[src/design/assert_macros.svh]
// Assertion macros shared by the closest-point block.
// Used by the controller and the datapath; expects clk and rst_n in scope.
`ifndef ASSERT_MACROS_SVH
`define ASSERT_MACROS_SVH

// Next-cycle implication: when a holds, b holds at the next clock.
`define ASSERT_NEXT(label, a, b) \
  label: assert property (@(posedge clk) disable iff (!rst_n) (a) |=> (b)) \
    else $error("next-cycle check failed");

// Same-cycle implication.
`define ASSERT_NOW(label, a, b) \
  label: assert property (@(posedge clk) disable iff (!rst_n) (a) |-> (b)) \
    else $error("same-cycle check failed");

`endif

[src/design/cpp_pkg.sv]
// Package for the closest-point block: constants, FSM states, command/status.
// No dependencies.
package cpp_pkg;

  localparam int ABS_BITS         = 16;
  localparam int DEF_MAX_SEGMENTS = 64;
  localparam int DEF_TERMS        = 8;
  localparam logic [15:0] STEP_RESET = 16'd655;
  localparam logic [16:0] ABS_ONE    = 17'h10000;

  typedef enum logic {
    REG_SEGMENT_COUNT = 1'b0,
    REG_STEP_SIZE     = 1'b1
  } reg_idx_t;

  typedef enum logic {
    OP_LOAD  = 1'b0,
    OP_QUERY = 1'b1
  } op_t;

  typedef enum logic [2:0] {
    ST_IDLE,
    ST_ADDR,
    ST_MUL,
    ST_ACC,
    ST_DIFF,
    ST_SQ,
    ST_CMP,
    ST_DONE
  } state_t;

  typedef struct packed {
    logic mem_wr;
    logic start_query;
    logic mul;
    logic acc;
    logic diff;
    logic sq;
    logic cmp;
    logic out_load;
  } cmd_t;

  typedef struct packed {
    logic none;
    logic term_last;
    logic sample_last;
    logic seg_last;
    logic out_busy;
  } status_t;

  function automatic logic signed [31:0] sat32(input logic signed [33:0] v);
    logic signed [31:0] r;
    if (v[33:31] == 3'b000 || v[33:31] == 3'b111) r = v[31:0];
    else if (v[33]) r = 32'sh8000_0000;
    else r = 32'sh7FFF_FFFF;
    return r;
  endfunction

endpackage

[src/design/cpp_ctrl.sv]
// Controller FSM of the closest-point block: sequences loads, polynomial terms,
// distance and compare steps. Depends on cpp_pkg and assert_macros.svh.
`include "assert_macros.svh"
module cpp_ctrl
  import cpp_pkg::*;
(
  input  logic    clk,
  input  logic    rst_n,
  input  logic    in_valid,
  input  logic    in_operation,
  output logic    in_stall,
  input  status_t status,
  output cmd_t    cmd
);

  state_t state_r, state_nxt;

  always_ff @(posedge clk) begin
    if (!rst_n) state_r <= ST_IDLE;
    else state_r <= state_nxt;
  end

  always_comb begin
    state_nxt = state_r;
    cmd       = '0;
    in_stall  = (state_r != ST_IDLE);
    unique case (state_r)
      ST_IDLE: begin
        if (in_valid) begin
          if (in_operation == OP_LOAD) begin
            cmd.mem_wr = 1'b1;
          end else begin
            cmd.start_query = 1'b1;
            state_nxt = status.none ? ST_DONE : ST_ADDR;
          end
        end
      end
      ST_ADDR: state_nxt = ST_MUL;
      ST_MUL: begin
        cmd.mul   = 1'b1;
        state_nxt = ST_ACC;
      end
      ST_ACC: begin
        cmd.acc   = 1'b1;
        state_nxt = status.term_last ? ST_DIFF : ST_ADDR;
      end
      ST_DIFF: begin
        cmd.diff  = 1'b1;
        state_nxt = ST_SQ;
      end
      ST_SQ: begin
        cmd.sq    = 1'b1;
        state_nxt = ST_CMP;
      end
      ST_CMP: begin
        cmd.cmp   = 1'b1;
        state_nxt = (status.sample_last && status.seg_last) ? ST_DONE : ST_ADDR;
      end
      ST_DONE: begin
        if (!status.out_busy) begin
          cmd.out_load = 1'b1;
          state_nxt    = ST_IDLE;
        end
      end
      default: state_nxt = ST_IDLE;
    endcase
  end

  `ASSERT_NEXT(a_load_stays_idle, state_r == ST_IDLE && in_valid && in_operation == OP_LOAD, state_r == ST_IDLE)
  `ASSERT_NEXT(a_term_loops, state_r == ST_ACC && !status.term_last, state_r == ST_ADDR)
  `ASSERT_NEXT(a_sweep_ends, state_r == ST_CMP && status.sample_last && status.seg_last, state_r == ST_DONE)

endmodule

[config.mk]
export PLATFORM = sky130hd
export DESIGN_NAME = cpp_ctrl
export DESIGN_NICKNAME = d
export VERILOG_FILES = /design/src/design/cpp_pkg.sv /design/src/design/cpp_ctrl.sv
export VERILOG_INCLUDE_DIRS = /design/src /design/src/design
export SDC_FILE = /design/constraint.sdc
export NUM_CORES = 1
export LEC_CHECK = 0
export ABC_AREA = 1
export BUFFER_PORTS_ARGS = -buffer_cell sky130_fd_sc_hd__buf_4
export CAP_MARGIN = 5
export CELL_PAD_IN_SITES_DETAIL_PLACEMENT = 1
export CELL_PAD_IN_SITES_GLOBAL_PLACEMENT = 1
export CORE_AREA = 2 2 39 41
export DETAILED_ROUTE_END_ITERATION = 6
export DIE_AREA = 0 0 41 43
export PLACE_DENSITY_LB_ADDON = 0.1
export SLEW_MARGIN = 20
export SYNTH_ARGS = -nofsm -noshare
export SYNTH_HDL_FRONTEND = slang
export SYNTH_SLANG_ARGS = --single-unit
[constraint.sdc]
create_clock -name clk -period 2.2 [get_ports clk]
set_input_delay 0.22 -clock clk [delete_from_list [all_inputs] [get_ports clk]]
set_output_delay 0.22 -clock clk [all_outputs]
set_load 0.05 [all_outputs]
==> results of run 1 <==
per-layer routing:
layer | vias to the layer above | wire [um]
li1 | 179 | -
met1 | 157 | 338
met2 | 11 | 348
met3 | 0 | 72
met4 | 0 | 0
met5 | - | 0
stage by stage:
step                power [uW]  util [%]  hold slack, ps  area (sq um)  setup WS (ps)
floorplan                  505         -             388           253            349
global placement           639      28.1             517           389            954
detailed placement         632      28.1             510           389            958
CTS                        734      30.0             265           415            695
global route               783      30.0             308           415            599
finish                     722      30.0             277           415            719
power by group:
part	internal, uW	switching (uW)	total, uW
logic	143	350	493
registers	82.2	50.1	132
clock network	67.9	28.0	95.9
cell families (layout without fill, tap and decap cells):
| group | Yosys count | after routing |
|---|---|---|
| buffers and inverters | 6 | 26 |
| AND/OR/NAND/NOR | 32 | 32 |
| AO/OA/AOI/OAI | 2 | 2 |
| flip-flops | 3 | 3 |
critical path, stage by stage, from the launching register on:
cell and delay, ps:
dfxtp_1 450, inv_1 130, nor4_2 220, buf_4 230
layout make-up:
cell class | count | area, sq um | share of cell area (%)
multi-input combinational | 34 | 163 | 39.2
sequential | 3 | 60.1 | 14.5
tap | 16 | 20.0 | 4.82
timing repair buffer | 17 | 128 | 30.7
inverter | 5 | 18.8 | 4.52
clock buffer | 4 | 26.3 | 6.33
layout by cell type (no fill, tap or decap), types with 2 or more instances in the layout:
cell type / synthesis / layout
inv_1: 4 / 4
nand2_1: 11 / 11
nor2_1: 10 / 10
dfxtp_1: 3 / 3
nor3_1: 2 / 2
clkbuf_4: 0 / 3
buf_4: 0 / 17
nand3_1: 5 / 5
worst paths after layout:
| path | slack [ps] | end | depth (start not counted) |
|---|---|---|---|
| min | 280 | state_r[1] | 3 |
| max | 720 | cmd[0] | 3 |
| max reg2reg | 1090 | state_r[2] | 4 |
| min reg2reg | 600 | state_r[0] | 2 |
==> impl_metrics.json, run 1 <==
{
  "status": "finished, final reports clean",
  "synthMostInstantiatedCell": "nand2_1",
  "cp.arrival_ps": 1260,
  "ant_nets": 0,
  "synth.top_cells.by_area": "dfxtp_1, nand2_1, nor2_1",
  "worstSetupStartpoint": "state_r[1]",
  "flip_flop_count_of_the_largest_register_all_copies_and_words_added": 3,
  "power.density_cell_area_nw_per_um2": 1740,
  "largest_register": "state_r",
  "vdd_ir_drop_max_uv": 724,
  "grt_util_met2_pct": 16.6,
  "cts_hold_buf": 0,
  "yosys.area_share.xor_xnor_pct": 0,
  "ys_types": 14,
  "place.gp.congestion": 0.677,
  "h-tree-depth": 1,
  "cts_tree": "done",
  "hold_class": "primary input to flop",
  "dominantRegCellSynth": "dfxtp_1",
  "first_pass_grt_wire_length_um": 1280,
  "slew_headroom_pct": 80.0,
  "clockBufferDepth": 2,
  "timing.max_cap.violations": 0,
  "min_period_over_period_pct": 67.3,
  "fill_cells": 187,
  "port_buffers": 17,
  "aggregate_routed_wire_length_um": 759,
  "antenna_diode_count": 0,
  "ios": 18,
  "first_global_vias": 347,
  "groute.layer.met1.usage_pct": 12.5,
  "synth_seq_area_share_pct": 24.9,
  "layout-drive-gt1-share_pct": 38.1,
  "pleak_uw": 0.000216,
  "synth_simple_gate_area_share_pct": 58.0,
  "yosys-top-cells-count": "nand2_1, nor2_1, nand3_1",
  "yosys_warnings": 0,
  "max_slew.worst_pin.slew_ps": 300,
  "syn-cell-area_sq_um": 241,
  "routed_wire_length_per_instance_um": 9.61,
  "postCtsSetupRepairBufs": 0,
  "critical_path.reg2reg.startpoint": "state_r[0]",
  "layout.nets": 73,
  "cts_resized": 0,
  "fp-row-count": 14,
  "synth_top_family_by_area": "simple AND/OR/NAND/NOR gates",
  "totalNegativeSetupSlack_ps": 0,
  "drt-vias-per-instance": 4.39,
  "track_usage_pct": 10.4,
  "tritoncts.num_buffers": 3,
  "synth_edf_count": 0,
  "place.detailed.hpwl_um": 630,
  "clkTransAtPathRegs_ps": 40,
  "dr.pass1.iters": 1,
  "endpoint_kind": "output pin",
  "coreArea_sq_um": 1380,
  "clock-root-buffer": "clkbuf_4",
  "detailroute.via_count": 347,
  "kind_of_critical_path": "flop to output pin",
  "die_area_sq_um": 1760,
  "netlist_instances": 43,
  "worst_ep_required_time_ps": 1980,
  "dieHeight_um": 43,
  "portion_of_netlist_area_occupied_by_mux_cells_pct": 0,
  "final-instance-count-excl-fill": 79,
  "maximum_number_of_pins_on_one_net_before_global_route_repair": 9,
  "hold_violations": 0,
  "peak_freq_mhz": 675,
  "antenna_found_initial": 0,
  "largest_fanout_of_any_net_on_the_critical_path": 7,
  "area_delta_synth_final_pct": 72.0,
  "arithmetic_cell_share_of_the_synthesized_area_counting_full_adders_half_adders_and_majority_gates_pct": 0,
  "cts_num_sinks": 3,
  "timing.hold.worst.start": "rst_n",
  "starting_utilization_of_the_core_area_pct": 17.5,
  "synthesis.area_per_instance_sq_um": 5.62,
  "finalSetupViolations": 0,
  "async_reset_ff_share_pct": 0,
  "fin_crit_ps": 1480,
  "synth.top_cell.area_share_pct": 24.9,
  "die_x_um": 41,
  "netlist.top_cell.by_area": "dfxtp_1",
  "fraction_of_the_mapped_netlist_area_in_compound_gates_pct": 4.66,
  "dr.first_iter.drc_count": 0,
  "crit_path_start_kind": "flop",
  "grt_setup_unrepaired": "no",
  "fin_clk_skew_ps": 2.64,
  "drc_viols": 0,
  "global_route.peak_usage_layer": "met2",
  "syn-num-nets": 52,
  "layout_top_registers": "state_r: 3 flops",
  "dpl.cell_count": 75,
  "maxSlewViolCount": 0,
  "grt_overflow": 0,
  "clk_latency_ps": 230,
  "use_met3_pct": 6.28,
  "yosys_register_bits": 3
}
Note: power is estimated with default switching activity, not from simulation.
==> inputs of run 2 (changes only) <==
==> constraint.sdc (replaced) <==
create_clock -name clk -period 1.5 [get_ports clk]
set_input_delay 0.15 -clock clk [delete_from_list [all_inputs] [get_ports clk]]
set_output_delay 0.15 -clock clk [all_outputs]
set_load 0.05 [all_outputs]
==> run 2 against run 1 <==
Net effect:
- via count down 0.58%
- sequential share of layout area down 0.69 points
- routed wire length down 1.8%
- flip-flop and latch count unchanged
- critical path depth unchanged
- global-route usage about the same
- non-clock buffer count unchanged
==> impl_metrics.json, run 2 (synthesized netlist as in run 1, its figures left out) <==
{
  "path_cells": "inv_1, nor4_4, buf_4",
  "ios": 18,
  "placement.setup.worst_slack_ps": 266,
  "coreArea_sq_um": 1380,
  "mostFrequentLayoutCells": "buf_4, nand2_1, nor2_1",
  "dr.pass1.iters": 2,
  "power.density_cell_area_nw_per_um2": 2510,
  "worst_slack_ps": 80.8,
  "fp-row-count": 14,
  "cts_hold_buf": 0,
  "cts_num_sinks": 3,
  "antenna_diode_count": 0,
  "status": "finished, final reports clean",
  "peak_freq_mhz": 705,
  "postCtsSetupRepairBufs": 0,
  "layout-drive-gt1-share_pct": 44.4,
  "crit_path_start_kind": "flop",
  "layout.nets": 73,
  "timing.max_cap.violations": 0,
  "area_delta_synth_final_pct": 84.5,
  "kind_of_critical_path": "flop to output pin",
  "hold_class": "primary input to flop",
  "clock-root-buffer": "clkbuf_4",
  "endpoint_kind": "output pin",
  "antenna_found_initial": 0,
  "grt_setup_unrepaired": "no",
  "final-instance-count-excl-fill": 79,
  "drc_viols": 0,
  "flip_flop_count_of_the_largest_register_all_copies_and_words_added": 3,
  "ant_nets": 0,
  "fin_crit_ps": 1420,
  "critical-path-max-stage-delay_ps": 490,
  "clockBufferDepth": 2,
  "layout_commonest_cell": "buf_4",
  "detailed_place.area_sq_um": 412,
  "maximum_number_of_pins_on_one_net_before_global_route_repair": 9,
  "clkTransAtPathRegs_ps": 40,
  "vdd_ir_drop_max_uv": 751,
  "largest_register": "state_r",
  "largest_delay_share_family_worst_path": "flip-flops",
  "die_x_um": 41,
  "detailroute.via_count": 345,
  "aggregate_routed_wire_length_um": 745,
  "layout_top_registers": "state_r: 3 flops",
  "cts_tree": "done",
  "hold-worst-slack_ps": 203,
  "cp.arrival_ps": 1270,
  "hold_violations": 0,
  "maxSlewViolCount": 0,
  "drt-vias-per-instance": 4.37,
  "critical_path_buf_inv_count": 2,
  "slew_headroom_pct": 79.2,
  "dpl.cell_count": 75,
  "grt_overflow": 0,
  "finish.utilization_pct": 32.2,
  "worst_ep_required_time_ps": 1350,
  "place.gp.congestion": 0.708,
  "fin_clk_skew_ps": 3.67,
  "track_usage_pct": 10.4,
  "dr.first_iter.drc_count": 2,
  "largest_fanout_of_any_net_on_the_critical_path": 8,
  "port_buffers": 17,
  "first_global_vias": 324,
  "finalSetupViolations": 0,
  "cts_resized": 0,
  "first_pass_grt_wire_length_um": 1280,
  "clk_latency_ps": 230,
  "min_period_over_period_pct": 94.6,
  "place.detailed.hpwl_um": 623,
  "h-tree-depth": 1,
  "routed_wire_length_per_instance_um": 9.43,
  "die_area_sq_um": 1760,
  "max_slew.worst_pin.slew_ps": 311,
  "slowest_library_cell_on_the_worst_path": "dfxtp_1",
  "final_area_sq_um": 445,
  "starting_utilization_of_the_core_area_pct": 17.5,
  "pleak_uw": 0.000226,
  "dieHeight_um": 43,
  "tritoncts.num_buffers": 3
}
run 2: cell counts in the layout (fill, tap and decap cells not counted):
No cell type changed its count.
run 2: worst register-to-register path: cells and delay by family (launching register included):
family                 cells  cell delay [ps]
AND/OR/NAND/NOR            2              280
flip-flops                 1              490
AO/OA/AOI/OAI              1              140
buffers and inverters      1              170
run 2: path summary, 6_finish.rpt:
path / from / end / slack, ps / cells after the start
worst max-delay path: state_r[0] / cmd[0] / 80 / 3
worst min-delay path: rst_n / state_r[1] / 200 / 3
worst max register to register: state_r[0] / state_r[2] / 350 / 4
worst min register to register: state_r[1] / state_r[0] / 570 / 2
run 2: power by group:
group	internal (uW)	switching, uW
logic	228	548
registers	124	77.1
clock network	99.5	39.7
total	452	664
run 2: stage by stage:
step / total power, uW / TNS [ps]
global route: 1220 / 0
finish: 1120 / 0
detailed placement: 968 / 0
global placement: 978 / 0
floorplan: 783 / -232
CTS: 1120 / 0
run 2: cell type report:
class	count	area, sq um
Clock buffer	4	26.3
Fill cell	184	938
Inverter	5	18.8
Multi-Input combinational cell	34	188
Sequential cell	3	61.3
Tap cell	16	20.0
Timing Repair Buffer	17	131
run 2: layer usage:
metal | wire length, um | track usage (%) | vias up
li1 | - | - | 184
met2 | 334 | 14.7 | 11
met1 | 343 | 13.2 | 150
met5 | 0 | 0 | -
met4 | 0 | 4.00 | 0
met3 | 67 | 5.24 | 0
==> inputs of run 3 (changes only) <==
--- a/config.mk
+++ b/config.mk
@@ -14,7 +14,7 @@
 export CORE_AREA = 2 2 39 41
 export DETAILED_ROUTE_END_ITERATION = 6
 export DIE_AREA = 0 0 41 43
-export PLACE_DENSITY_LB_ADDON = 0.1
+export PLACE_DENSITY = 0.68
 export SLEW_MARGIN = 20
 export SYNTH_ARGS = -nofsm -noshare
 export SYNTH_HDL_FRONTEND = slang
==> run 3 against run 2 <==
Net effect:
- critical path depth rose by 1
- setup slack improved by 5.5 ps
- worst hold slack improved by 4.0 ps
- global-route usage fell by 0.61 points
- total power fell by 0.32%
- critical endpoint is now cmd[7]
- flip-flop and latch count did not move
- combinational power barely moved
- utilization rose by 0.27 points
- count of clock-buffer cells in the layout did not move
- maximum frequency rose by 0.39%
- clock skew barely moved
- die area did not move
==> impl_metrics.json, run 3 (synthesized netlist as in run 1, its figures left out) <==
{
  "vdd_ir_drop_max_uv": 748,
  "cts_hold_buf": 0,
  "die_area_sq_um": 1760,
  "min_period_over_period_pct": 94.2,
  "fin_crit_ps": 1410,
  "h-tree-depth": 1,
  "first_pass_grt_wire_length_um": 1210,
  "starting_utilization_of_the_core_area_pct": 17.5,
  "place.gp.congestion": 0.677,
  "antenna_diode_count": 0,
  "finalSetupViolations": 0,
  "final-instance-count-excl-fill": 79,
  "grt_setup_unrepaired": "no",
  "pleak_uw": 0.000227,
  "hold_violations": 0,
  "fill_cells": 183,
  "kind_of_critical_path": "flop to output pin",
  "fp-row-count": 14,
  "cts_tree": "done",
  "cp.arrival_ps": 1260,
  "largest_fanout_of_any_net_on_the_critical_path": 8,
  "maximum_number_of_pins_on_one_net_before_global_route_repair": 9,
  "track_usage_pct": 9.83,
  "dr.pass1.iters": 3,
  "maxSlewViolCount": 0,
  "drt-vias-per-instance": 4.35,
  "tritoncts.num_buffers": 3,
  "fin_clk_skew_ps": 4.12,
  "max_slew.worst_pin.slew_ps": 298,
  "grt_overflow": 0,
  "routed_wire_length_per_instance_um": 9.09,
  "crit_path_start_kind": "flop",
  "placement.setup.worst_slack_ps": 277,
  "clockBufferDepth": 2,
  "antenna_found_initial": 0,
  "dr.first_iter.drc_count": 3,
  "clk_latency_ps": 230,
  "postCtsSetupRepairBufs": 0,
  "place.detailed.hpwl_um": 609,
  "detailroute.via_count": 344,
  "die_x_um": 41,
  "peak_freq_mhz": 707,
  "dieHeight_um": 43,
  "power.density_cell_area_nw_per_um2": 2480,
  "finalPower_uw": 1110,
  "aggregate_routed_wire_length_um": 718,
  "ios": 18,
  "timing.max_cap.violations": 0,
  "hold_class": "primary input to flop",
  "detailed_place.area_sq_um": 412,
  "clock-root-buffer": "clkbuf_4",
  "layout_top_registers": "state_r: 3 flops",
  "layout-drive-gt1-share_pct": 44.4,
  "final_area_sq_um": 449,
  "layout.nets": 73,
  "first_global_vias": 327,
  "drc_viols": 0,
  "cts_num_sinks": 3,
  "ant_nets": 0,
  "endpoint_kind": "output pin",
  "area_delta_synth_final_pct": 86.0,
  "layout_commonest_cell": "buf_4",
  "worst_ep_required_time_ps": 1350,
  "totalNegativeSetupSlack_ps": 0,
  "flip_flop_count_of_the_largest_register_all_copies_and_words_added": 3,
  "dpl.cell_count": 75,
  "clkTransAtPathRegs_ps": 40,
  "slew_headroom_pct": 80.1,
  "coreArea_sq_um": 1380,
  "mostFrequentLayoutCells": "buf_4, nand2_1, nor2_1",
  "status": "finished, final reports clean",
  "port_buffers": 17,
  "largest_register": "state_r",
  "worst_slack_ps": 86.3
}
==> run 3: metrics by stage <==
| step | util [%] | hold WS, ps |
|---|---|---|
| after detailed placement | 29.7 | 444 |
| final | 32.5 | 207 |
| after floorplan | - | 318 |
| after global routing | 32.5 | 247 |
| after global placement | 29.7 | 443 |
| after CTS | 31.6 | 203 |
==> run 3: critical path, stage by stage (launching register included) <==
cell	delay [ps]
dfxtp_1	380
nor2_2	180
nand2_2	110
nor3b_4	190
buf_6	180
==> run 3: layout make-up <==
| type | count | area [sq um] | area share [%] |
|---|---|---|---|
| Clock buffer | 4 | 26.3 | 5.85 |
| Inverter | 5 | 18.8 | 4.18 |
| Multi-Input combinational cell | 34 | 188 | 41.8 |
| Sequential cell | 3 | 61.3 | 13.6 |
| Tap cell | 16 | 20.0 | 4.46 |
| Timing Repair Buffer | 17 | 135 | 30.1 |
==> run 3: path summary, 6_finish.rpt <==
check             cells after the start          to  startpoint  slack, ps
setup / recovery                      4      cmd[7]  state_r[0]         90
hold / removal                        3  state_r[1]       rst_n        210
setup reg to reg                      5  state_r[2]  state_r[0]        360
hold reg to reg                       2  state_r[0]  state_r[1]        560
==> run 3: repair_timing <==
action	CTS	global route
setup endpoints to repair	0	2
gates resized for setup	0	4
hold endpoints to repair	0	0
==> run 3: per-layer routing <==
metal  vias up  part of all wire (%)  GRT usage [%]
li1        179                     -              -
met4         0                     0           4.00
met1       152                    45           12.5
met5         -                     0              0
met3         0                   6.7           3.14
met2        13                    48           14.7
==> run 3: power breakdown <==
part           switching (uW)  internal [uW]
logic                     545            229
clock network            39.3           99.5
registers                75.8            124
